--- src/rtl/bbe_pkg.sv ---
// Shared types, constants, microprogram and arithmetic helpers for the ball stepper.
package bbe_pkg;

    localparam int FRAC_BITS = 16;
    localparam int STEP_FRAC = 12;
    localparam int DATA_W    = 32;
    localparam int DT_W      = 16;
    localparam int ARENA_W   = 31;
    localparam int DIV_W     = DATA_W + FRAC_BITS;
    localparam int PROD_W    = DATA_W + DT_W + 1;
    localparam int INC_W     = PROD_W - STEP_FRAC;
    localparam int BOUND_W   = DATA_W + 3;
    localparam int WIDE_W    = 40;
    localparam int PC_W      = 5;
    localparam int CFG_IDX_W = 3;

    localparam logic [DATA_W-1:0]  MASS_RST   = DATA_W'(64'd1 << FRAC_BITS);
    localparam logic [DATA_W-1:0]  RADIUS_RST = DATA_W'(64'd10 << FRAC_BITS);
    localparam logic [ARENA_W-1:0] LENGTH_RST = ARENA_W'(64'd640 << FRAC_BITS);
    localparam logic [ARENA_W-1:0] HEIGHT_RST = ARENA_W'(64'd480 << FRAC_BITS);

    localparam logic signed [DATA_W-1:0] S32_MAX = {1'b0, {(DATA_W-1){1'b1}}};
    localparam logic signed [DATA_W-1:0] S32_MIN = {1'b1, {(DATA_W-1){1'b0}}};

    typedef enum logic [CFG_IDX_W-1:0] {
        CFG_ACCEL_X   = 3'd0,
        CFG_ACCEL_Y   = 3'd1,
        CFG_MASS      = 3'd2,
        CFG_RADIUS    = 3'd3,
        CFG_ARENA_LEN = 3'd4,
        CFG_ARENA_HGT = 3'd5
    } cfg_idx_t;

    typedef enum logic [3:0] {
        OP_NOP,
        OP_LOAD,
        OP_DIV_START,
        OP_DIV_STORE,
        OP_CLEAN,
        OP_MUL_V,
        OP_ADD_P,
        OP_MUL_Q,
        OP_ADD_V,
        OP_BOUND,
        OP_REFL_LO,
        OP_REFL_HI,
        OP_OUT
    } op_t;

    typedef enum logic [2:0] {
        JC_NONE,
        JC_ALWAYS,
        JC_LOAD,
        JC_CLEAN,
        JC_DIV_BUSY,
        JC_OUT_FULL
    } jc_t;

    localparam logic AX_X = 1'b0;
    localparam logic AX_Y = 1'b1;

    typedef struct packed {
        op_t             op;
        logic            axis;
        jc_t             jc;
        logic [PC_W-1:0] target;
        logic            last;
    } uword_t;

    typedef struct packed {
        op_t  op;
        logic axis;
    } ctrl_t;

    typedef struct packed {
        logic is_load;
        logic dirty;
        logic div_busy;
        logic out_full;
    } stat_t;

    localparam logic [PC_W-1:0] PC_WAIT_X = 5'd3;
    localparam logic [PC_W-1:0] PC_WAIT_Y = 5'd6;
    localparam logic [PC_W-1:0] PC_EULER  = 5'd9;
    localparam logic [PC_W-1:0] PC_OUT    = 5'd23;
    localparam logic [PC_W-1:0] PC_LOAD   = 5'd24;

    function automatic uword_t uw(op_t op, logic axis, jc_t jc, logic [PC_W-1:0] target,
                                  logic last);
        uword_t w;
        w.op     = op;
        w.axis   = axis;
        w.jc     = jc;
        w.target = target;
        w.last   = last;
        return w;
    endfunction

    // microprogram: quotient refresh (only after a force or mass write), Euler, walls
    function automatic uword_t ucode_rom(logic [PC_W-1:0] pc);
        uword_t w;
        case (pc)
            5'd0:    w = uw(OP_NOP,       AX_X, JC_LOAD,     PC_LOAD,   1'b0);
            5'd1:    w = uw(OP_NOP,       AX_X, JC_CLEAN,    PC_EULER,  1'b0);
            5'd2:    w = uw(OP_DIV_START, AX_X, JC_NONE,     '0,        1'b0);
            5'd3:    w = uw(OP_NOP,       AX_X, JC_DIV_BUSY, PC_WAIT_X, 1'b0);
            5'd4:    w = uw(OP_DIV_STORE, AX_X, JC_NONE,     '0,        1'b0);
            5'd5:    w = uw(OP_DIV_START, AX_Y, JC_NONE,     '0,        1'b0);
            5'd6:    w = uw(OP_NOP,       AX_Y, JC_DIV_BUSY, PC_WAIT_Y, 1'b0);
            5'd7:    w = uw(OP_DIV_STORE, AX_Y, JC_NONE,     '0,        1'b0);
            5'd8:    w = uw(OP_CLEAN,     AX_X, JC_NONE,     '0,        1'b0);
            5'd9:    w = uw(OP_MUL_V,     AX_X, JC_NONE,     '0,        1'b0);
            5'd10:   w = uw(OP_ADD_P,     AX_X, JC_NONE,     '0,        1'b0);
            5'd11:   w = uw(OP_MUL_Q,     AX_X, JC_NONE,     '0,        1'b0);
            5'd12:   w = uw(OP_ADD_V,     AX_X, JC_NONE,     '0,        1'b0);
            5'd13:   w = uw(OP_MUL_V,     AX_Y, JC_NONE,     '0,        1'b0);
            5'd14:   w = uw(OP_ADD_P,     AX_Y, JC_NONE,     '0,        1'b0);
            5'd15:   w = uw(OP_MUL_Q,     AX_Y, JC_NONE,     '0,        1'b0);
            5'd16:   w = uw(OP_ADD_V,     AX_Y, JC_NONE,     '0,        1'b0);
            5'd17:   w = uw(OP_BOUND,     AX_X, JC_NONE,     '0,        1'b0);
            5'd18:   w = uw(OP_REFL_LO,   AX_X, JC_NONE,     '0,        1'b0);
            5'd19:   w = uw(OP_REFL_HI,   AX_X, JC_NONE,     '0,        1'b0);
            5'd20:   w = uw(OP_BOUND,     AX_Y, JC_NONE,     '0,        1'b0);
            5'd21:   w = uw(OP_REFL_LO,   AX_Y, JC_NONE,     '0,        1'b0);
            5'd22:   w = uw(OP_REFL_HI,   AX_Y, JC_NONE,     '0,        1'b0);
            5'd23:   w = uw(OP_OUT,       AX_X, JC_OUT_FULL, PC_OUT,    1'b1);
            5'd24:   w = uw(OP_LOAD,      AX_X, JC_ALWAYS,   PC_OUT,    1'b0);
            default: w = uw(OP_NOP,       AX_X, JC_NONE,     '0,        1'b1);
        endcase
        return w;
    endfunction

    function automatic logic signed [DATA_W-1:0] sat32(logic signed [WIDE_W-1:0] x);
        logic signed [DATA_W-1:0] r;
        if (x > WIDE_W'(S32_MAX))
            r = S32_MAX;
        else if (x < WIDE_W'(S32_MIN))
            r = S32_MIN;
        else
            r = x[DATA_W-1:0];
        return r;
    endfunction

    // floor(-v / 2)
    function automatic logic signed [DATA_W-1:0] neg_half(logic signed [DATA_W-1:0] v);
        logic signed [DATA_W:0] n;
        n = -(DATA_W+1)'(v);
        return n[DATA_W:1];
    endfunction

endpackage

--- src/rtl/bbe_seq.sv ---
// Microcode sequencer: step counter, control-word fetch and conditional jumps.
module bbe_seq import bbe_pkg::*;
(
    input  logic  clk,
    input  logic  rst_n,
    input  logic  accept,
    input  stat_t stat,
    output ctrl_t ctrl,
    output logic  ready
);

    logic            run_reg, run_next;
    logic [PC_W-1:0] pc_reg, pc_next;
    uword_t          word;
    logic            taken;

    always_comb
    begin
        word = ucode_rom(pc_reg);
        case (word.jc)
            JC_NONE:     taken = 1'b0;
            JC_ALWAYS:   taken = 1'b1;
            JC_LOAD:     taken = stat.is_load;
            JC_CLEAN:    taken = !stat.dirty;
            JC_DIV_BUSY: taken = stat.div_busy;
            JC_OUT_FULL: taken = stat.out_full;
            default:     taken = 1'b0;
        endcase

        run_next = run_reg;
        pc_next  = pc_reg;
        if (!run_reg)
        begin
            if (accept)
            begin
                run_next = 1'b1;
                pc_next  = '0;
            end
        end
        else if (taken)
            pc_next = word.target;
        else if (word.last)
            run_next = 1'b0;
        else
            pc_next = pc_reg + 1'b1;

        ctrl.op   = run_reg ? word.op : OP_NOP;
        ctrl.axis = word.axis;
    end

    always_ff @(posedge clk or negedge rst_n)
    begin
        if (!rst_n)
        begin
            run_reg <= 1'b0;
            pc_reg  <= '0;
        end
        else
        begin
            run_reg <= run_next;
            pc_reg  <= pc_next;
        end
    end

    assign ready = !run_reg;

endmodule

--- config.mk ---
export PLATFORM = sky130hd
export DESIGN_NAME = bbe_seq
export DESIGN_NICKNAME = d
export VERILOG_FILES = /design/src/rtl/bbe_pkg.sv /design/src/rtl/bbe_seq.sv
export SDC_FILE = /design/constraint.sdc
export NUM_CORES = 1
export LEC_CHECK = 0
export ABC_CLOCK_PERIOD_IN_PS = 3100
export BUFFER_PORTS_ARGS = -buffer_cell sky130_fd_sc_hd__buf_2
export CAP_MARGIN = 10
export CELL_PAD_IN_SITES_DETAIL_PLACEMENT = 0
export CELL_PAD_IN_SITES_GLOBAL_PLACEMENT = 2
export CORE_MARGIN = 2
export CORE_UTILIZATION = 33
export DETAILED_ROUTE_END_ITERATION = 12
export PLACE_DENSITY_LB_ADDON = 0.1
export RECOVER_POWER = 100
export SYNTH_ARGS = -nofsm -noshare
export SYNTH_HDL_FRONTEND = slang
export SYNTH_SLANG_ARGS = --single-unit
--- constraint.sdc ---
create_clock -name clk -period 3.1 [get_ports clk]
set_clock_uncertainty 0.1 [all_clocks]
set_input_delay 0.155 -clock clk [delete_from_list [all_inputs] [get_ports clk]]
set_output_delay 0.155 -clock clk [all_outputs]
set_load 0.01 [all_outputs]
# After elaboration in Yosys (flattened, before gate mapping)
# Memories as Yosys holds them, arrays and structs flattened.
# Index checks and enable logic that the tools add are counted.
[totals]
register_bits = 6
latchBits = 0
mem_bits_rw = 0
mem_bits_ro = 448
input_bits = 7
output_inout_bits = 6
wordCells = 24
n_memories = 1
[op_classes]
n_addsub = 1
mul = 0
div = 0
magnitude_cmp = 0
n_eq_ne = 6
shifts = 0
mux = 10
bitwise_logic = 0
n_reduce_logical = 4
[memory_table]
columns = ["name", "depth", "word_bits", "read_ports", "rd_clocked_by_memory_dff", "wr", "line", "text"]
rows = [
  ["(name not given)", 32, 14, 1, 0, 0, "bbe_pkg.sv:102", "case (pc)"],
]
[op_table]
columns = ["op", "count"]
rows = [
  ["5-bit two-way mux", 4],
  ["3-bit by 2-bit == test with 1-bit output, second input constant", 2],
  ["3-bit == test, second input constant", 2],
  ["5-bit by 1-bit adder with 5-bit output, second input constant", 1],
  ["1-bit one-hot mux with 5 select lines", 1],
  ["1-bit two-way mux", 4],
  ["4-bit two-way mux", 1],
  ["3-bit by 1-bit == test with 1-bit output, second input constant", 1],
  ["3-bit by 2-bit != test with 1-bit output, second input constant", 1],
  ["1-bit logical NOT", 2],
  ["2-bit AND reduction", 1],
  ["2-bit nonzero test", 1],
]

# Depth between registers and ports, before layout
# Gate-level depths: netlist of the first run.
# An unclocked memory read counts as a cell.
[logic_depth]
word_depth = 5
mapped_depth = 7
depth_no_buf = 7

# Worst setup path after synthesis of the first run
# Ideal clock, no wire load.
[synth_timing]
kind = "reg2reg"
from = "register pc_reg[1]"
to = "register pc_reg[3]"
setup_ns = 0.079
arrival_ns = 2.137
t_required_ns = 2.921
setup_slack_ns = 0.783
path_stages_with_launch = 8
path_buffers = 0
synth_period_minus_slack_ns = 2.317
cell_sequence = "dfrtp_1 > ha_1 > ha_1 > and2b_2 > a211oi_1 > o311ai_0 > and2b_4 > mux2i_1"
[synth_between]
elab_chain_len = 5
word_cells_on_any_way = 13
cone_classes = "add/sub (1); eq/ne (6); mux (4); reduce/logical (1); memory (1)"
[synth_lines]
columns = ["element", "line", "text"]
rows = [
  ["start: declaration", "bbe_seq.sv:13", "logic [PC_W-1:0] pc_reg, pc_next;"],
  ["start signal: assignment", "bbe_seq.sv:61", "pc_reg <= pc_next;"],
  ["memory read 32 x 14 bit", "--", ""],
  ["3-bit == test, or another cell as far along", "bbe_seq.sv:20", "case (word.jc)"],
  ["1-bit one-hot mux with 5 select lines", "bbe_seq.sv:20", ""],
  ["3-bit by 2-bit != test with 1-bit output (no source line) / 5-bit two-way mux (equally long branches)", "--", ""],
  ["2-bit AND reduction (no source line) / 5-bit two-way mux (equally long branches)", "--", ""],
]
# Parallel ways exist; a longest one is shown, timed or not. The select of a mux whose other input is x is not followed.
# A chain may end at the register's enable or synchronous reset.

# Final worst setup path of the first run
[layout_timing]
from = "register pc_reg[1]"
to = "register pc_reg[4]"
# The elaborated chain is that of the path after synthesis.

==> flow_summary.yaml, run 1 <==
timing:
  fmax_ghz: 0.375
  tightest_slew_ns: 0.665
  setup_viol: 0
  fin_crit_sh_pct: 86.1
  hold_viol_final: 0
  slew_viol_final: 0
  rsz0062_at_grt: "no"
  finalSetupTns_ns: 0
  fin_crit_ns: 2.67
  max_slew_margin_pct: 55.7
worst_setup_path:
  end_kind: "flop"
  worst_ep_required_time_ns: 3.13
  criticalPathCategory: "flop to flop"
  path_depth: 7
  cp_max_fo: 11
  slowest_delay_ns: 0.53
  cp_common_cell: "ha_1"
  reg2reg_slack_ns: 0.43
  r2r-start: "pc_reg[1]"
  arrival_ns: 2.70
  path_cells: "ha_1, ha_1, and2b_2, a211oi_1, o211ai_1, and2b_1, a31o_1"
  startpoint_type: "flop"
  crit_family: "compound AO/OA/AOI/OAI gates"
  crit_buf_inv: 0
  crit_path_top_delay_cell: "dfrtp_1"
  ff2ff_path_depth: 7
  reg2reg_to: "pc_reg[4]"
power_and_ir_drop:
  p_per_area_mw_per_mm2: 1100
  peakVddDrop_uv: 525
  p_total_mw: 1.03
  p_leak_nw: 0.410
route:
  route.vias.total: 833
  ant_nets: 0
  drt-total-wl_um: 2310
  via_per_inst: 5.59
  drt-pass1-iter-count: 4
  wl_per_cell_um: 15.5
  drc: 0
  drtIter0Drc: 15
placement:
  place_congestion: 0.728
  hpwlAfterDp_um: 1780
  io_buffers: 12
yosys:
  syn-cell-area_um2: 895
  ys_warn_count: 0
  synthTopCellsByArea: "dfrtp_1, ha_1, clkbuf_8, nor2_1, a21oi_1"
  ys_seq_elements: 6
  synth_nets: 123
  synth_ff_type: "dfrtp_1"
  synth_cell_type_count: 46
  synth-edff-count: 0
  ys_seq_area_share_pct: 16.8
  async_reset_ff_share_pct: 100
  synth_area_leader_cell: "dfrtp_1"
  synth_top_cell_area_share_pct: 16.8
  synth.avg_cell_area_um2: 8.28
  synthCells: 108
cts:
  cts.clk_slew.worst_paths_ns: 0.05
  cts.sinks: 6
  numCtsBuffers: 3
  cts_resized: 0
  htreeDepth: 1
  clk_root_buffer_cell: "clkbuf_4"
  insertion_delay_ns: 0.24
  cts_max_path_buffers: 2
  cts_tree: "yes"
  cts_setup_buffers: 0
min_path:
  min_from: "accept"
  holdPathStages: 3
  hold_end: "run_reg"
  hp-class: "input pin to flop"
die:
  core-area_mm2: 0.00252
  fp.dieH_um: 56.1
  dieArea_mm2: 0.00314
  die_w_um: 56.1
  boundaryPins: 13
  core.rowCount: 18
  initial_core_util_pct: 35.5
global_routing:
  grt_max_degree: 23
  antenna_found_initial: 0
  grt_pass1_wl_um: 3860
  grt_usage_pct: 15.4
  grt_pass1_vias: 820
  grt_overflow: 0
cells_and_area:
  fin_nets: 136
  final_layout_size_suffix_gt1_share_pct: 16.8
  area_growth_pct: 4.62
  largest_reg_flops: 5
  antenna_cells: 0
run:
  maxCapViolCount: 0
run_status:
  status: "finished, final reports clean"
layout by cell type, fill, tap and decap left out, types with 2 or more instances in the layout:
master and instances:
o22ai_1 2, buf_4 2, and2b_1 2, ha_1 8, o21ai_0 3, nor3b_1 2
nand3_1 6, nor3_1 2, clkbuf_4 3, and2_2 2, buf_2 6, dfrtp_1 6
a21oi_1 7, o211ai_1 3, a211oi_1 3, nor2_1 10, and3_1 2, inv_1 7
clkbuf_1 6, mux2i_1 3, nand2_1 8
cell usage after synthesis, types with 3 or more instances:
cell type and count:
a211oi_1 3, a21oi_1 7, clkbuf_8 5, dfrtp_1 6
ha_1 8, inv_1 7, mux2i_1 3, nand2_1 8
nand3_1 6, nor2_1 10, o21ai_0 3
logic make-up (layout without fill, tap and decap cells):
family	count (synthesis)	after routing	share of synthesized area (%)
buf+inv	15	26	13.1
simple gates	46	46	29.4
mux	4	4	5.87
compound gates	29	29	23.6
flops	6	6	16.8
fa+ha+maj	8	8	11.2
per-layer routing:
layer	part of all wire, %	global-route usage [%]	vias up
li1	-	-	423
met1	48	21.4	390
met2	47	24.7	18
met3	3.9	1.40	2
met4	0.61	5.10	0
met5	0	0	-
timing repair:
item                                   CTS  global route
hold buffers                             1             0
endpoints found under the hold margin    6             0
setup endpoints to repair                0             0
how the worst max path moves through the flow:
stage          startpoint         to  slack (ns)
2_1_floorplan   pc_reg[1]  pc_reg[3]        0.78
3_3_place_gp    pc_reg[1]  pc_reg[1]        0.60
3_5_place_dp    pc_reg[1]  pc_reg[3]        0.53
4_1_cts         pc_reg[1]  pc_reg[3]        0.48
5_1_grt         pc_reg[1]  pc_reg[4]        0.18
6_report        pc_reg[1]  pc_reg[4]        0.43
through the flow:
| step | worst slack (ns) | instance area [um2] | hold slack, ns | instances | util (%) |
|---|---|---|---|---|---|
| final | 0.432 | 936 | 0.165 | 149 | 37.1 |
| after floorplan | 0.783 | 895 | -0.241 | 108 | - |
| after global routing | 0.178 | 936 | 0.175 | 149 | 37.1 |
| after global placement | 0.597 | 920 | -0.113 | 145 | 36.5 |
| after detailed placement | 0.527 | 920 | -0.114 | 145 | 36.5 |
| after CTS | 0.482 | 952 | 0.157 | 149 | 37.7 |
worst min-delay path, stage by stage:
cell and delay, ns:
buf_2 0.11, nand2_1 0.10, nand3_1 0.10
power breakdown:
group / leakage (nW) / internal, mW / switching [mW] / total [mW]
clock: 0.0138 / 0.0439 / 0.0290 / 0.0729
combinational: 0.325 / 0.334 / 0.387 / 0.721
sequential: 0.0703 / 0.115 / 0.121 / 0.236
total: 0.410 / 0.493 / 0.537 / 1.03
cell type report:
class                   count  area (um2)
clock buffers               3        22.5
fillers                   292        1590
inverters                   8        30.0
multi-input cells          87         618
flip-flops and latches      6         150
well taps                  30        37.5
repair buffers             15        77.6
No activity file was read; power rests on OpenSTA's default activity.
==> run 2, diff against run 1 <==
CORE_ASPECT_RATIO = 2   (was default)
CORE_MARGIN = 1   (was 2)
==> run 2 against run 1 <==
Compared with the run above: core utilization decreased by 0.053 points; total power increased by 4.4%; wire length increased by 3.2%; setup slack got worse by 0.015 ns; first-iteration DRC count increased by 13%; non-clock buffer count unchanged; via count increased by 1.8%; clock power increased by 56%; critical path type unchanged; hold slack improved by 0.0035 ns; design area increased by 1.7%.
==> flow_summary.yaml, run 2 (same netlist as run 1, synthesis figures left out) <==
cts:
  cts_max_path_buffers: 2
  cts.clk_slew.worst_paths_ns: 0.04
  insertion_delay_ns: 0.22
  cts.sinks: 6
  cts_tree: "yes"
  cts_setup_buffers: 0
  clk_root_buffer_cell: "clkbuf_8"
  htreeDepth: 1
  numCtsBuffers: 3
  postCtsHoldBufs: 1
  cts_resized: 0
power_and_ir_drop:
  p_per_area_mw_per_mm2: 1130
  peakVddDrop_uv: 543
  p_leak_nw: 0.417
timing:
  slew_viol_final: 0
  setup_viol: 0
  hold_viol_final: 0
  finalSetupTns_ns: 0
  tightest_slew_ns: 0.679
  rsz0062_at_grt: "no"
  fin_crit_ns: 2.68
  fin_crit_sh_pct: 86.6
  max_slew_margin_pct: 54.8
  fmax_ghz: 0.373
die:
  fp.dieH_um: 75.6
  boundaryPins: 13
  core-area_mm2: 0.00257
  core.rowCount: 26
  die_w_um: 38.8
  initial_core_util_pct: 34.8
  dieArea_mm2: 0.00294
route:
  ant_nets: 0
  drt-pass1-iter-count: 4
  via_per_inst: 5.77
  wl_per_cell_um: 16.2
  drc: 0
  drtIter0Drc: 17
  drt-total-wl_um: 2380
  route.vias.total: 848
run_status:
  status: "finished, final reports clean"
global_routing:
  grt_overflow: 0
  grt_pass1_vias: 783
  grt_pass1_wl_um: 3800
  antenna_found_initial: 0
  grt_max_degree: 23
  grt_usage_pct: 18.8
worst_setup_path:
  ff2ff_path_depth: 7
  reg2reg_to: "pc_reg[4]"
  cp_common_cell: "ha_1"
  arrival_ns: 2.68
  crit_path_top_delay_cell: "dfrtp_1"
  crit_start: "pc_reg[1]"
  end_kind: "flop"
  criticalPathCategory: "flop to flop"
  cp_max_fo: 11
  r2r-start: "pc_reg[1]"
  reg2reg_slack_ns: 0.42
  slowest_delay_ns: 0.53
  path_cells: "ha_1, ha_1, and2b_2, a211oi_1, o211ai_1, and2b_1, a31o_1"
  worst_ep_required_time_ns: 3.10
  startpoint_type: "flop"
cells_and_area:
  final_layout_size_suffix_gt1_share_pct: 16.8
  layout_common_cells: "nor2_1, nand2_1, ha_1"
  area_growth_pct: 6.43
  antenna_cells: 0
  largest_reg_flops: 5
  stdcell_count: 147
  fin_nets: 136
  final_common_cell: "nor2_1"
  n_fill_cell: 283
placement:
  place_congestion: 0.856
  io_buffers: 12
  hpwlAfterDp_um: 1840
  dpl.cell_count: 143
min_path:
  min_from: "accept"
  hp-class: "input pin to flop"
  holdPathStages: 3
  hold_end: "run_reg"
run:
  maxCapViolCount: 0
[run 2: cell types whose count changed in the layout (fill, tap and decap cells not counted)]
cell,delta
clkbuf_4,-3
clkbuf_8,+3
[run 2: routing by layer]
| layer | GRT usage [%] | vias up | share of wire (%) |
|---|---|---|---|
| met3 | 2.62 | 6 | 1.9 |
| met2 | 32.4 | 14 | 56 |
| met5 | 0 | - | 0 |
| met4 | 11.9 | 0 | 3.6 |
| met1 | 20.4 | 404 | 39 |
| li1 | - | 424 | - |
[run 2: area by class of cell]
type	instances	area, um2	area share (%)
Multi-Input combinational cell	87	618	64.9
Sequential cell	6	150	15.8
Timing Repair Buffer	15	77.6	8.15
Clock buffer	3	41.3	4.34
Tap cell	28	35.0	3.68
Inverter	8	30.0	3.15
[run 2: critical path, delay by kind of cell (launching register included)]
kind	cells	cell delay, ns
DFF	1	0.53
and+or+nand+nor	2	0.54
adders and majority gates	2	0.47
AOI/OAI and AO/OA	3	0.92
[run 2: stage by stage]
stage / util, % / power (mW) / setup slack (ns) / cell area [um2] / hold slack (ns)
floorplan: - / 0.833 / 0.783 / 895 / -0.241
global placement: 35.7 / 1.00 / 0.566 / 917 / -0.114
detailed placement: 35.7 / 0.992 / 0.487 / 917 / -0.114
CTS: 37.7 / 1.11 / 0.478 / 968 / 0.167
global route: 37.0 / 1.18 / 0.255 / 952 / 0.210
finish: 37.0 / 1.08 / 0.416 / 952 / 0.168
[run 2: power breakdown]
group	leakage, nW	internal [mW]	switching, mW	total, mW
sequential	0.0703	0.115	0.122	0.237
clock	0.0216	0.0831	0.0304	0.114
combinational	0.325	0.334	0.391	0.725
[run 2: worst max-delay path by stage]
| stage | cells past startpoint | slack, ns | endpoint |
|---|---|---|---|
| after detailed placement | 7 | 0.49 | pc_reg[1] |
| after global placement | 7 | 0.57 | pc_reg[3] |
| after floorplan | 7 | 0.78 | pc_reg[3] |
| after global routing | 7 | 0.25 | pc_reg[4] |
| after CTS | 7 | 0.48 | pc_reg[1] |
| final | 7 | 0.42 | pc_reg[4] |
