<file path="src/rtl/bbe_pkg.sv">
// Shared types, constants, microprogram and arithmetic helpers for the ball stepper.
package bbe_pkg;

    localparam int FRAC_BITS = 16;
    localparam int STEP_FRAC = 12;
    localparam int DATA_W    = 32;
    localparam int DT_W      = 16;
    localparam int ARENA_W   = 31;
    localparam int DIV_W     = DATA_W + FRAC_BITS;
    localparam int PROD_W    = DATA_W + DT_W + 1;
    localparam int INC_W     = PROD_W - STEP_FRAC;
    localparam int BOUND_W   = DATA_W + 3;
    localparam int WIDE_W    = 40;
    localparam int PC_W      = 5;
    localparam int CFG_IDX_W = 3;

    localparam logic [DATA_W-1:0]  MASS_RST   = DATA_W'(64'd1 << FRAC_BITS);
    localparam logic [DATA_W-1:0]  RADIUS_RST = DATA_W'(64'd10 << FRAC_BITS);
    localparam logic [ARENA_W-1:0] LENGTH_RST = ARENA_W'(64'd640 << FRAC_BITS);
    localparam logic [ARENA_W-1:0] HEIGHT_RST = ARENA_W'(64'd480 << FRAC_BITS);

    localparam logic signed [DATA_W-1:0] S32_MAX = {1'b0, {(DATA_W-1){1'b1}}};
    localparam logic signed [DATA_W-1:0] S32_MIN = {1'b1, {(DATA_W-1){1'b0}}};

    typedef enum logic [CFG_IDX_W-1:0] {
        CFG_ACCEL_X   = 3'd0,
        CFG_ACCEL_Y   = 3'd1,
        CFG_MASS      = 3'd2,
        CFG_RADIUS    = 3'd3,
        CFG_ARENA_LEN = 3'd4,
        CFG_ARENA_HGT = 3'd5
    } cfg_idx_t;

    typedef enum logic [3:0] {
        OP_NOP,
        OP_LOAD,
        OP_DIV_START,
        OP_DIV_STORE,
        OP_CLEAN,
        OP_MUL_V,
        OP_ADD_P,
        OP_MUL_Q,
        OP_ADD_V,
        OP_BOUND,
        OP_REFL_LO,
        OP_REFL_HI,
        OP_OUT
    } op_t;

    typedef enum logic [2:0] {
        JC_NONE,
        JC_ALWAYS,
        JC_LOAD,
        JC_CLEAN,
        JC_DIV_BUSY,
        JC_OUT_FULL
    } jc_t;

    localparam logic AX_X = 1'b0;
    localparam logic AX_Y = 1'b1;

    typedef struct packed {
        op_t             op;
        logic            axis;
        jc_t             jc;
        logic [PC_W-1:0] target;
        logic            last;
    } uword_t;

    typedef struct packed {
        op_t  op;
        logic axis;
    } ctrl_t;

    typedef struct packed {
        logic is_load;
        logic dirty;
        logic div_busy;
        logic out_full;
    } stat_t;

    localparam logic [PC_W-1:0] PC_WAIT_X = 5'd3;
    localparam logic [PC_W-1:0] PC_WAIT_Y = 5'd6;
    localparam logic [PC_W-1:0] PC_EULER  = 5'd9;
    localparam logic [PC_W-1:0] PC_OUT    = 5'd23;
    localparam logic [PC_W-1:0] PC_LOAD   = 5'd24;

    function automatic uword_t uw(op_t op, logic axis, jc_t jc, logic [PC_W-1:0] target,
                                  logic last);
        uword_t w;
        w.op     = op;
        w.axis   = axis;
        w.jc     = jc;
        w.target = target;
        w.last   = last;
        return w;
    endfunction

    // microprogram: quotient refresh (only after a force or mass write), Euler, walls
    function automatic uword_t ucode_rom(logic [PC_W-1:0] pc);
        uword_t w;
        case (pc)
            5'd0:    w = uw(OP_NOP,       AX_X, JC_LOAD,     PC_LOAD,   1'b0);
            5'd1:    w = uw(OP_NOP,       AX_X, JC_CLEAN,    PC_EULER,  1'b0);
            5'd2:    w = uw(OP_DIV_START, AX_X, JC_NONE,     '0,        1'b0);
            5'd3:    w = uw(OP_NOP,       AX_X, JC_DIV_BUSY, PC_WAIT_X, 1'b0);
            5'd4:    w = uw(OP_DIV_STORE, AX_X, JC_NONE,     '0,        1'b0);
            5'd5:    w = uw(OP_DIV_START, AX_Y, JC_NONE,     '0,        1'b0);
            5'd6:    w = uw(OP_NOP,       AX_Y, JC_DIV_BUSY, PC_WAIT_Y, 1'b0);
            5'd7:    w = uw(OP_DIV_STORE, AX_Y, JC_NONE,     '0,        1'b0);
            5'd8:    w = uw(OP_CLEAN,     AX_X, JC_NONE,     '0,        1'b0);
            5'd9:    w = uw(OP_MUL_V,     AX_X, JC_NONE,     '0,        1'b0);
            5'd10:   w = uw(OP_ADD_P,     AX_X, JC_NONE,     '0,        1'b0);
            5'd11:   w = uw(OP_MUL_Q,     AX_X, JC_NONE,     '0,        1'b0);
            5'd12:   w = uw(OP_ADD_V,     AX_X, JC_NONE,     '0,        1'b0);
            5'd13:   w = uw(OP_MUL_V,     AX_Y, JC_NONE,     '0,        1'b0);
            5'd14:   w = uw(OP_ADD_P,     AX_Y, JC_NONE,     '0,        1'b0);
            5'd15:   w = uw(OP_MUL_Q,     AX_Y, JC_NONE,     '0,        1'b0);
            5'd16:   w = uw(OP_ADD_V,     AX_Y, JC_NONE,     '0,        1'b0);
            5'd17:   w = uw(OP_BOUND,     AX_X, JC_NONE,     '0,        1'b0);
            5'd18:   w = uw(OP_REFL_LO,   AX_X, JC_NONE,     '0,        1'b0);
            5'd19:   w = uw(OP_REFL_HI,   AX_X, JC_NONE,     '0,        1'b0);
            5'd20:   w = uw(OP_BOUND,     AX_Y, JC_NONE,     '0,        1'b0);
            5'd21:   w = uw(OP_REFL_LO,   AX_Y, JC_NONE,     '0,        1'b0);
            5'd22:   w = uw(OP_REFL_HI,   AX_Y, JC_NONE,     '0,        1'b0);
            5'd23:   w = uw(OP_OUT,       AX_X, JC_OUT_FULL, PC_OUT,    1'b1);
            5'd24:   w = uw(OP_LOAD,      AX_X, JC_ALWAYS,   PC_OUT,    1'b0);
            default: w = uw(OP_NOP,       AX_X, JC_NONE,     '0,        1'b1);
        endcase
        return w;
    endfunction

    function automatic logic signed [DATA_W-1:0] sat32(logic signed [WIDE_W-1:0] x);
        logic signed [DATA_W-1:0] r;
        if (x > WIDE_W'(S32_MAX))
            r = S32_MAX;
        else if (x < WIDE_W'(S32_MIN))
            r = S32_MIN;
        else
            r = x[DATA_W-1:0];
        return r;
    endfunction

    // floor(-v / 2)
    function automatic logic signed [DATA_W-1:0] neg_half(logic signed [DATA_W-1:0] v);
        logic signed [DATA_W:0] n;
        n = -(DATA_W+1)'(v);
        return n[DATA_W:1];
    endfunction

endpackage

</file>
<file path="src/rtl/bbe_div.sv">
// Restoring divider, one quotient bit per cycle.
module bbe_div import bbe_pkg::*;
(
    input  logic              clk,
    input  logic              rst_n,
    input  logic              start,
    input  logic [DIV_W-1:0]  dividend,
    input  logic [DATA_W-1:0] divisor,
    output logic              busy,
    output logic [DIV_W-1:0]  quotient
);

    localparam int CNT_W = $clog2(DIV_W + 1);

    logic              busy_reg, busy_next;
    logic [CNT_W-1:0]  cnt_reg, cnt_next;
    logic [DATA_W-1:0] rem_reg, rem_next;
    logic [DIV_W-1:0]  quo_reg, quo_next;
    logic [DATA_W:0]   trial;
    logic [DATA_W:0]   diff;

    always_comb
    begin
        trial     = {rem_reg, quo_reg[DIV_W-1]};
        diff      = trial - {1'b0, divisor};
        busy_next = busy_reg;
        cnt_next  = cnt_reg;
        rem_next  = rem_reg;
        quo_next  = quo_reg;
        if (start)
        begin
            busy_next = 1'b1;
            cnt_next  = CNT_W'(DIV_W);
            rem_next  = '0;
            quo_next  = dividend;
        end
        else if (busy_reg)
        begin
            if (trial >= {1'b0, divisor})
            begin
                rem_next = diff[DATA_W-1:0];
                quo_next = {quo_reg[DIV_W-2:0], 1'b1};
            end
            else
            begin
                rem_next = trial[DATA_W-1:0];
                quo_next = {quo_reg[DIV_W-2:0], 1'b0};
            end
            cnt_next = cnt_reg - 1'b1;
            if (cnt_reg == CNT_W'(1))
                busy_next = 1'b0;
        end
    end

    always_ff @(posedge clk or negedge rst_n)
    begin
        if (!rst_n)
        begin
            busy_reg <= 1'b0;
            cnt_reg  <= '0;
        end
        else
        begin
            busy_reg <= busy_next;
            cnt_reg  <= cnt_next;
        end
    end

    always_ff @(posedge clk)
    begin
        rem_reg <= rem_next;
        quo_reg <= quo_next;
    end

    assign busy     = busy_reg;
    assign quotient = quo_reg;

endmodule

</file>
<file path="src/rtl/bbe_dp.sv">
// Datapath: configuration, ball state, cached force/mass, multiplier, wall logic, result word.
module bbe_dp import bbe_pkg::*;
(
    input  logic                     clk,
    input  logic                     rst_n,
    input  ctrl_t                    ctrl,
    input  logic                     accept,
    input  logic                     req_type,
    input  logic [DT_W-1:0]          time_step,
    input  logic signed [DATA_W-1:0] load_x,
    input  logic signed [DATA_W-1:0] load_y,
    input  logic signed [DATA_W-1:0] load_vx,
    input  logic signed [DATA_W-1:0] load_vy,
    input  logic                     cfg_we,
    input  logic [CFG_IDX_W-1:0]     cfg_index,
    input  logic [DATA_W-1:0]        cfg_data,
    input  logic                     out_ready,
    output logic                     out_valid,
    output logic signed [DATA_W-1:0] out_x,
    output logic signed [DATA_W-1:0] out_y,
    output logic signed [DATA_W-1:0] out_vx,
    output logic signed [DATA_W-1:0] out_vy,
    output stat_t                    stat
);

    logic signed [DATA_W-1:0]  accel_x_reg, accel_y_reg;
    logic [DATA_W-1:0]         mass_reg, radius_reg;
    logic [ARENA_W-1:0]        arena_len_reg, arena_hgt_reg;
    logic                      dirty_reg;

    logic signed [DATA_W-1:0]  px_reg, py_reg, vx_reg, vy_reg;
    logic signed [DATA_W-1:0]  qx_reg, qy_reg;

    logic                      item_load_reg;
    logic [DT_W-1:0]           item_dt_reg;
    logic signed [DATA_W-1:0]  item_x_reg, item_y_reg, item_vx_reg, item_vy_reg;

    logic signed [PROD_W-1:0]  prod_reg, prod_next;
    logic signed [BOUND_W-1:0] bound_reg, bound_next;

    logic                      out_valid_reg;
    logic signed [DATA_W-1:0]  out_x_reg, out_y_reg, out_vx_reg, out_vy_reg;

    logic signed [DATA_W-1:0]  sel_p, sel_v, sel_q, sel_a, mul_src, base;
    logic [ARENA_W-1:0]        sel_arena;
    logic [DATA_W-1:0]         a_mag;
    logic [DIV_W-1:0]          dividend;
    logic                      div_busy;
    logic [DIV_W-1:0]          div_quo;
    logic                      quo_big;
    logic signed [DATA_W-1:0]  q_val;
    logic signed [INC_W-1:0]   inc;
    logic signed [WIDE_W-1:0]  sum;
    logic signed [WIDE_W-1:0]  mirror;
    logic                      lo_hit, hi_hit;
    logic                      p_we, v_we;
    logic signed [DATA_W-1:0]  p_new, v_new;
    logic                      out_full;

    bbe_div u_div
    (
        .clk      (clk),
        .rst_n    (rst_n),
        .start    (ctrl.op == OP_DIV_START),
        .dividend (dividend),
        .divisor  (mass_reg),
        .busy     (div_busy),
        .quotient (div_quo)
    );

    always_comb
    begin
        sel_p     = ctrl.axis ? py_reg : px_reg;
        sel_v     = ctrl.axis ? vy_reg : vx_reg;
        sel_q     = ctrl.axis ? qy_reg : qx_reg;
        sel_a     = ctrl.axis ? accel_y_reg : accel_x_reg;
        sel_arena = ctrl.axis ? arena_hgt_reg : arena_len_reg;

        a_mag    = sel_a[DATA_W-1] ? DATA_W'(-sel_a) : DATA_W'(sel_a);
        dividend = DIV_W'(a_mag) << FRAC_BITS;
        quo_big  = |div_quo[DIV_W-1:DATA_W-1];
        if (a_mag == '0)
            q_val = '0;
        else if (sel_a[DATA_W-1])
            q_val = quo_big ? S32_MIN : -$signed(div_quo[DATA_W-1:0]);
        else
            q_val = quo_big ? S32_MAX : $signed(div_quo[DATA_W-1:0]);

        mul_src   = (ctrl.op == OP_MUL_Q) ? sel_q : sel_v;
        prod_next = mul_src * $signed({1'b0, item_dt_reg});

        inc  = prod_reg[PROD_W-1:STEP_FRAC];
        base = (ctrl.op == OP_ADD_V) ? sel_v : sel_p;
        sum  = WIDE_W'(base) + WIDE_W'(inc);

        bound_next = $signed(BOUND_W'({1'b0, sel_arena}) - BOUND_W'({radius_reg, 1'b0}));
        mirror     = (WIDE_W'(bound_reg) <<< 1) - WIDE_W'(sel_p);
        lo_hit     = (sel_p <= 0);
        hi_hit     = (WIDE_W'(sel_p) >= WIDE_W'(bound_reg));

        out_full = out_valid_reg && !out_ready;

        p_we  = 1'b0;
        v_we  = 1'b0;
        p_new = sel_p;
        v_new = sel_v;
        case (ctrl.op)
            OP_ADD_P:
            begin
                p_we  = 1'b1;
                p_new = sat32(sum);
            end
            OP_ADD_V:
            begin
                v_we  = 1'b1;
                v_new = sat32(sum);
            end
            OP_REFL_LO:
            begin
                p_we  = lo_hit;
                v_we  = lo_hit;
                p_new = sat32(-WIDE_W'(sel_p));
                v_new = neg_half(sel_v);
            end
            OP_REFL_HI:
            begin
                p_we  = hi_hit;
                v_we  = hi_hit;
                p_new = sat32(mirror);
                v_new = neg_half(sel_v);
            end
            default:
            begin
                p_we = 1'b0;
                v_we = 1'b0;
            end
        endcase
    end

    always_ff @(posedge clk or negedge rst_n)
    begin
        if (!rst_n)
        begin
            accel_x_reg   <= '0;
            accel_y_reg   <= '0;
            mass_reg      <= MASS_RST;
            radius_reg    <= RADIUS_RST;
            arena_len_reg <= LENGTH_RST;
            arena_hgt_reg <= HEIGHT_RST;
            dirty_reg     <= 1'b0;
            px_reg        <= '0;
            py_reg        <= '0;
            vx_reg        <= '0;
            vy_reg        <= '0;
            qx_reg        <= '0;
            qy_reg        <= '0;
            out_valid_reg <= 1'b0;
        end
        else
        begin
            if (ctrl.op == OP_CLEAN)
                dirty_reg <= 1'b0;
            if (cfg_we)
            begin
                case (cfg_idx_t'(cfg_index))
                    CFG_ACCEL_X:
                    begin
                        accel_x_reg <= $signed(cfg_data);
                        dirty_reg   <= 1'b1;
                    end
                    CFG_ACCEL_Y:
                    begin
                        accel_y_reg <= $signed(cfg_data);
                        dirty_reg   <= 1'b1;
                    end
                    CFG_MASS:
                    begin
                        mass_reg  <= cfg_data;
                        dirty_reg <= 1'b1;
                    end
                    CFG_RADIUS:    radius_reg    <= cfg_data;
                    CFG_ARENA_LEN: arena_len_reg <= cfg_data[ARENA_W-1:0];
                    CFG_ARENA_HGT: arena_hgt_reg <= cfg_data[ARENA_W-1:0];
                    default:       ;
                endcase
            end

            if (ctrl.op == OP_DIV_STORE)
            begin
                if (ctrl.axis)
                    qy_reg <= q_val;
                else
                    qx_reg <= q_val;
            end

            if (ctrl.op == OP_LOAD)
            begin
                px_reg <= item_x_reg;
                py_reg <= item_y_reg;
                vx_reg <= item_vx_reg;
                vy_reg <= item_vy_reg;
            end
            else
            begin
                if (p_we && !ctrl.axis)
                    px_reg <= p_new;
                if (p_we && ctrl.axis)
                    py_reg <= p_new;
                if (v_we && !ctrl.axis)
                    vx_reg <= v_new;
                if (v_we && ctrl.axis)
                    vy_reg <= v_new;
            end

            if (ctrl.op == OP_OUT && !out_full)
                out_valid_reg <= 1'b1;
            else if (out_ready)
                out_valid_reg <= 1'b0;
        end
    end

    always_ff @(posedge clk)
    begin
        if (accept)
        begin
            item_load_reg <= req_type;
            item_dt_reg   <= time_step;
            item_x_reg    <= load_x;
            item_y_reg    <= load_y;
            item_vx_reg   <= load_vx;
            item_vy_reg   <= load_vy;
        end
        if (ctrl.op == OP_MUL_V || ctrl.op == OP_MUL_Q)
            prod_reg <= prod_next;
        if (ctrl.op == OP_BOUND)
            bound_reg <= bound_next;
        if (ctrl.op == OP_OUT && !out_full)
        begin
            out_x_reg  <= px_reg;
            out_y_reg  <= py_reg;
            out_vx_reg <= vx_reg;
            out_vy_reg <= vy_reg;
        end
    end

    assign stat.is_load  = item_load_reg;
    assign stat.dirty    = dirty_reg;
    assign stat.div_busy = div_busy;
    assign stat.out_full = out_full;

    assign out_valid = out_valid_reg;
    assign out_x     = out_x_reg;
    assign out_y     = out_y_reg;
    assign out_vx    = out_vx_reg;
    assign out_vy    = out_vy_reg;

endmodule

</file>
<file path="config.mk">
export PLATFORM = sky130hd
export DESIGN_NAME = bbe_dp
export DESIGN_NICKNAME = d
export VERILOG_FILES = /design/src/rtl/bbe_pkg.sv /design/src/rtl/bbe_div.sv /design/src/rtl/bbe_dp.sv
export SDC_FILE = /design/constraint.sdc
export NUM_CORES = 2
export LEC_CHECK = 0
export BUFFER_PORTS_ARGS = -buffer_cell sky130_fd_sc_hd__clkbuf_2
export CORE_MARGIN = 3
export CORE_UTILIZATION = 24
export DETAILED_ROUTE_END_ITERATION = 12
export PLACE_DENSITY_LB_ADDON = 0.2
export SYNTH_ARGS = -nofsm -noshare
export SYNTH_HDL_FRONTEND = slang
export SYNTH_SLANG_ARGS = --single-unit
</file>
<file path="constraint.sdc">
create_clock -name clk -period 19.1 [get_ports clk]
set_clock_uncertainty 0.15 [all_clocks]
set_input_delay 0.955 -clock clk [delete_from_list [all_inputs] [get_ports clk]]
set_output_delay 0.955 -clock clk [all_outputs]
set_load 0.03 [all_outputs]
</file>
* Word level (Yosys, flattened, before mapping)
Index checks and enable logic that the tools add are counted.
** Operators by class
- Add/subtract/negate cells :: 9
- Magnitude comparators :: 9
- Muxes and demuxes :: 44
- Multiply operators :: 1
- Bitwise logic cells :: 1
- Equal/unequal tests :: 18
- Reduce and logical (&&, ||, !) cells :: 29
** Operators with widths (count)
- $mux 32 :: 26
- $mux 48 :: 2
- $pmux 32 s3 :: 1
- $neg 32->32 :: 2
- $pmux 32 s2 :: 1
- $mul 32x17->49 :: 1
- $gt 40x32->1 const B :: 1
- $lt 40x32->1 const B :: 1
- $neg 32->40 :: 1
- $add 32x37->38 :: 1
- $gt 38x32->1 const B :: 1
- $lt 38x32->1 const B :: 1
- $gt 36x32->1 const B :: 1
- $lt 36x32->1 const B :: 1
- $sub 35x32->36 :: 1
- $ge 32x34->1 :: 1
- $sub 31x33->34 :: 1
- $ge 33x32->1 :: 1
- $neg 32->33 :: 1
- $le 32x1->1 const B :: 1
- $logic_not 32->1 :: 1
- $sub 32x32->32 :: 1
- $mux 31 :: 1
- $eq 4x4->1 const B :: 5
- 21 further kinds :: 56
** Storage, ports and cells
- Register bits after elaboration :: 827
- Logic and storage cells :: 142
- Output and inout bits :: 133
- Bits of input ports :: 190

* Logic depth before layout (Yosys ltp)
- Depth in word-level cells :: 9
- Gate-level depth with buffers :: 39

* By module
From an unflattened synthesis, not the netlist that was laid out.
** Unflattened totals
- Cells, all modules :: 6364
- Area, all modules :: 63596.0 µm²
** By module, submodules not included
- bbe_dp :: cells each 5773, times used 1, sequential area each 19950.4 µm², area each 57784.2 µm²
- bbe_div :: cells each 591, times used 1, sequential area each 2257.2 µm², area each 5811.8 µm²

* Worst setup path before layout
No wires, ideal clock.
- Path type :: input -> register
- Start point :: input port ctrl[0] (netlist name)
- End point :: register prod_reg[45] (data pin)
- Slack :: 9411 ps
- Path buffers :: 10
- Stages on the path :: 36
- Arrival :: 9281 ps
- Cells stage by stage :: buf_4 > buf_6 > buf_6 > buf_2 > buf_4 > buf_4 > buf_2 > buf_2 > buf_2 > mux2i_1 > a21oi_1 > clkbuf_1 > and2_1 > fa_1 > inv_1 > fa_1 > fa_1 > inv_1 > fa_1 > fa_1 > inv_1 > fa_1 > inv_1 > ha_1 > a21o_1 > a21oi_1 > a2bb2oi_1 > a21o_1 > o22ai_1 > a41o_1 > a31o_2 > a21oi_1 > o31ai_1 > a211o_1 > a21oi_1 > xnor2_1
** On the way
- Longest elaborated chain between the ends :: 3
** RTL lines
- start: declaration :: line bbe_dp.sv:6 : input ctrl_t ctrl,
- $mux 32 (on tied branches) :: line bbe_dp.sv:74, bbe_dp.sv:75
- $mux 32 (*) :: line bbe_dp.sv:89 : mul_src = (ctrl.op == OP_MUL_Q) ? sel_q : sel_v;
- $mul 32x17->49 (*) :: line bbe_dp.sv:90 : prod_next = mul_src * $signed({1'b0, item_dt_reg});
- via prod_next[45] :: line bbe_dp.sv:38 : logic signed [PROD_W-1:0] prod_reg, prod_next;
- end signal: assignment :: line bbe_dp.sv:234 : prod_reg <= prod_next;
- end: declaration :: line bbe_dp.sv:38
The timed path passes the listed nets; every way through them passes the cells marked *.
A chain may end at the register's enable or synchronous reset.

* Final worst setup path
Same ends and word-level chain as after synthesis.

==> results.md <==
* Post-synth EDFFs at around 380
* Total number of vias at between 40000 and 50000
* Multi-input logic area at roughly 36000 um2
* CP Data Arrival Time at ~9500 ps
* # hold bufs at CTS at 0
* Worst reg-to-reg path cell count at 22
* Crit-path max FO at 60
* Asr flop ratio synth at 48.0%
* WL per Instance at ~24 um
* # fillers at approximately 27000
* Num ports at 323
* Hold Path Class: in -> async
* Synth Net Count at between 7000 and 8000
* Crit-path most repeated cell: fa_1
* TNS Setup at 0 ps
* Die Span X at between 500 and 600 um
* Die Area at around 270000 um2
* Status: finished clean
* Final period utilization at between 40 and 50%
* Register area share after synthesis at a little over a third
* Clk slew on worst S/H paths at about 70 ps
* Initial antenna violation count at 28
* Fmax at between 100 and 150 MHz
* Hold Violations, Final at 0
* Distinct cells, synth at ~100
* Peak per-stage delay on the critical path at 820 ps
* Synth-to-layout area growth at 14.8%
* Global-route wire length before repair at 346 mm
* Synthesis Warnings at 0
* Top FF cell, synth: dfrtp_1
* FF+latch count, synth at slightly above 800
* Vias in the first global route at 49305
* Unrepaired setup endpoints after global routing: false
* Layout cells sized above 1 at 14.4%
* DRT Wirelength at approximately 240 mm
* CTS root buf: clkbuf_16
* Avg Inst Size Synth at about 9.9 um2
* TritonCTS buffer count at 101
* Flip-flop and latch area at 22100 um2
* CORE AREA at ~260000 um2
* Clk_lat worst skew at around 750 ps
* Critical path class: in -> reg
* H-Tree Depth at 3
* Port Buffers at around 320
* Via density at between 4 and 5
* Synth area leader: edfxtp_1
* Worst Max-Slew Pin Slew at about 1100 ps
* Crit path capture type: register
* Max-slew violation count at 0
* Initial cell density of the core at between 20% and 30%
* Largest net degree at the start of global routing at roughly 100
* Post-CTS setup buffer count at 0
* Final critical-path required period at just over 9000 ps
* Detailed placement HPWL at between 150 and 200 mm
* Cell at the slowest stage of the critical path: mux4_2
* GP Congestion at roughly 0.9
* Cell Rows at roughly 190
* Total clock sinks at around 820
* Startpoint Class: input pin
* Drt initial violations at about 3400
* Drt drc at 0
* Commonest cells after routing, fill and taps aside: inv_1, nand2_1, fa_1
* CTS tree: yes
* Leading post-synthesis cells by cell area: edfxtp_1, fa_1, dfrtp_1, ha_1, inv_1
* Final setup viols at 0
* Clock Path Buffers at 3
* Cells after Synth at 6285
* Max reg flops at 48
* Total global routing overflow at 0
* Post-Synthesis Cell Area at about 62000 um2
* Synth top area share at a little under a fifth
* Nets@finish at ~7500
* PostCTS Resize Cnt at 0
* Max Cap Viol at 0
* TritonRoute pass-1 iters at 6
* Required @ worst endpoint at 19420 ps
* Max_slew headroom at between 20% and 30%
* Commonest non-fill, non-tap cell in the layout: inv_1
* Die Y at 516 um
* Gr usage total at between 15 and 20%
* Post-route ant nets at 0
[area by class of cell]
class	count	area share [%]
diodes	12	0.0420
clock buffers	124	3.75
clock inverters	67	1.13
inverters	757	3.97
multi-input cells	4413	50.8
flip-flops and latches	815	30.8
well taps	3384	5.92
repair buffers	439	3.53
[critical path, delay by kind of cell]
family / cells / cell delay [ps]
mux: 1 / 820
buf+inv: 7 / 1100
fa+ha+maj: 7 / 3440
simple gates: 1 / 290
compound gates: 11 / 2630
xor+xnor: 1 / 80
[synth_stat cells (all sizes together) (24+ instances only)]
library cell  number
a211oi            38
a21o             128
a21oi            354
a22o              36
a22oi             44
and2             266
and3              24
buf               72
clkbuf           228
dfrtp            382
dfxtp             48
edfxtp           376
fa               491
ha               290
inv              756
mux2             237
mux2i            112
nand2            681
nand2b            40
nand3             87
nand4             38
nor2             328
nor2b             41
nor3             106
nor4              28
o21a              36
o21ai            350
o221ai            34
o22ai             38
o31ai             26
or3               36
xnor2            174
xor2              83
[through the flow]
stage	util (%)	std cells	hold WS [ps]	cell area, um2	setup slack, ps
4_1_cts	27.8	9999	43.8	71500	9980
5_1_grt	27.8	10002	101	71500	9620
3_3_place_gp	26.4	9808	306	68000	9230
6_report	27.8	10011	84.4	71500	9900
3_5_place_dp	26.4	9808	308	68000	9150
2_1_floorplan	-	6285	291	62300	9410
[final timing paths]
check / end / slack [ps] / from
worst min-delay path: mass_reg[21] / 80 / rst_n
min in group clk: item_x_reg[30] / 230 / load_x[30]
max in group asynchronous: px_reg[1] / 16450 / rst_n
worst max register to register: prod_reg[45] / 10340 / vy_reg[5]
worst max-delay path: prod_reg[45] / 9900 / ctrl[0]
worst min register to register: vx_reg[22] / 320 / item_vx_reg[22]
[metal layers]
| layer | vias to the layer above | GRT usage, % | share of wire (%) | wire length (um) |
|---|---|---|---|---|
| li1 | 21890 | - | - | - |
| met4 | 2 | 5.83 | 3.7 | 8680 |
| met5 | - | 0 | 0.0055 | 13 |
| met1 | 24551 | 23.5 | 44 | 105000 |
| met3 | 288 | 2.27 | 4.8 | 11400 |
| met2 | 1287 | 29.0 | 47 | 111000 |
[kinds of logic (layout without fill, tap and decap cells)]
logic type / count (synthesis) / count (layout) / share of synthesized area (%)
adders and majority gates: 781 / 781 / 21.6
AOI/OAI and AO/OA: 1283 / 1283 / 13.2
and+or+nand+nor: 1737 / 1737 / 13.3
muxes: 355 / 355 / 6.33
other: 0 / 12 / 0
DFF: 815 / 815 / 35.4
xor gates and xnor gates: 257 / 257 / 3.61
buffers and inverters: 1057 / 1387 / 6.62
Power is not shown: default switching activity piles up to over one toggle a cycle in this logic, so the estimate is an artifact.
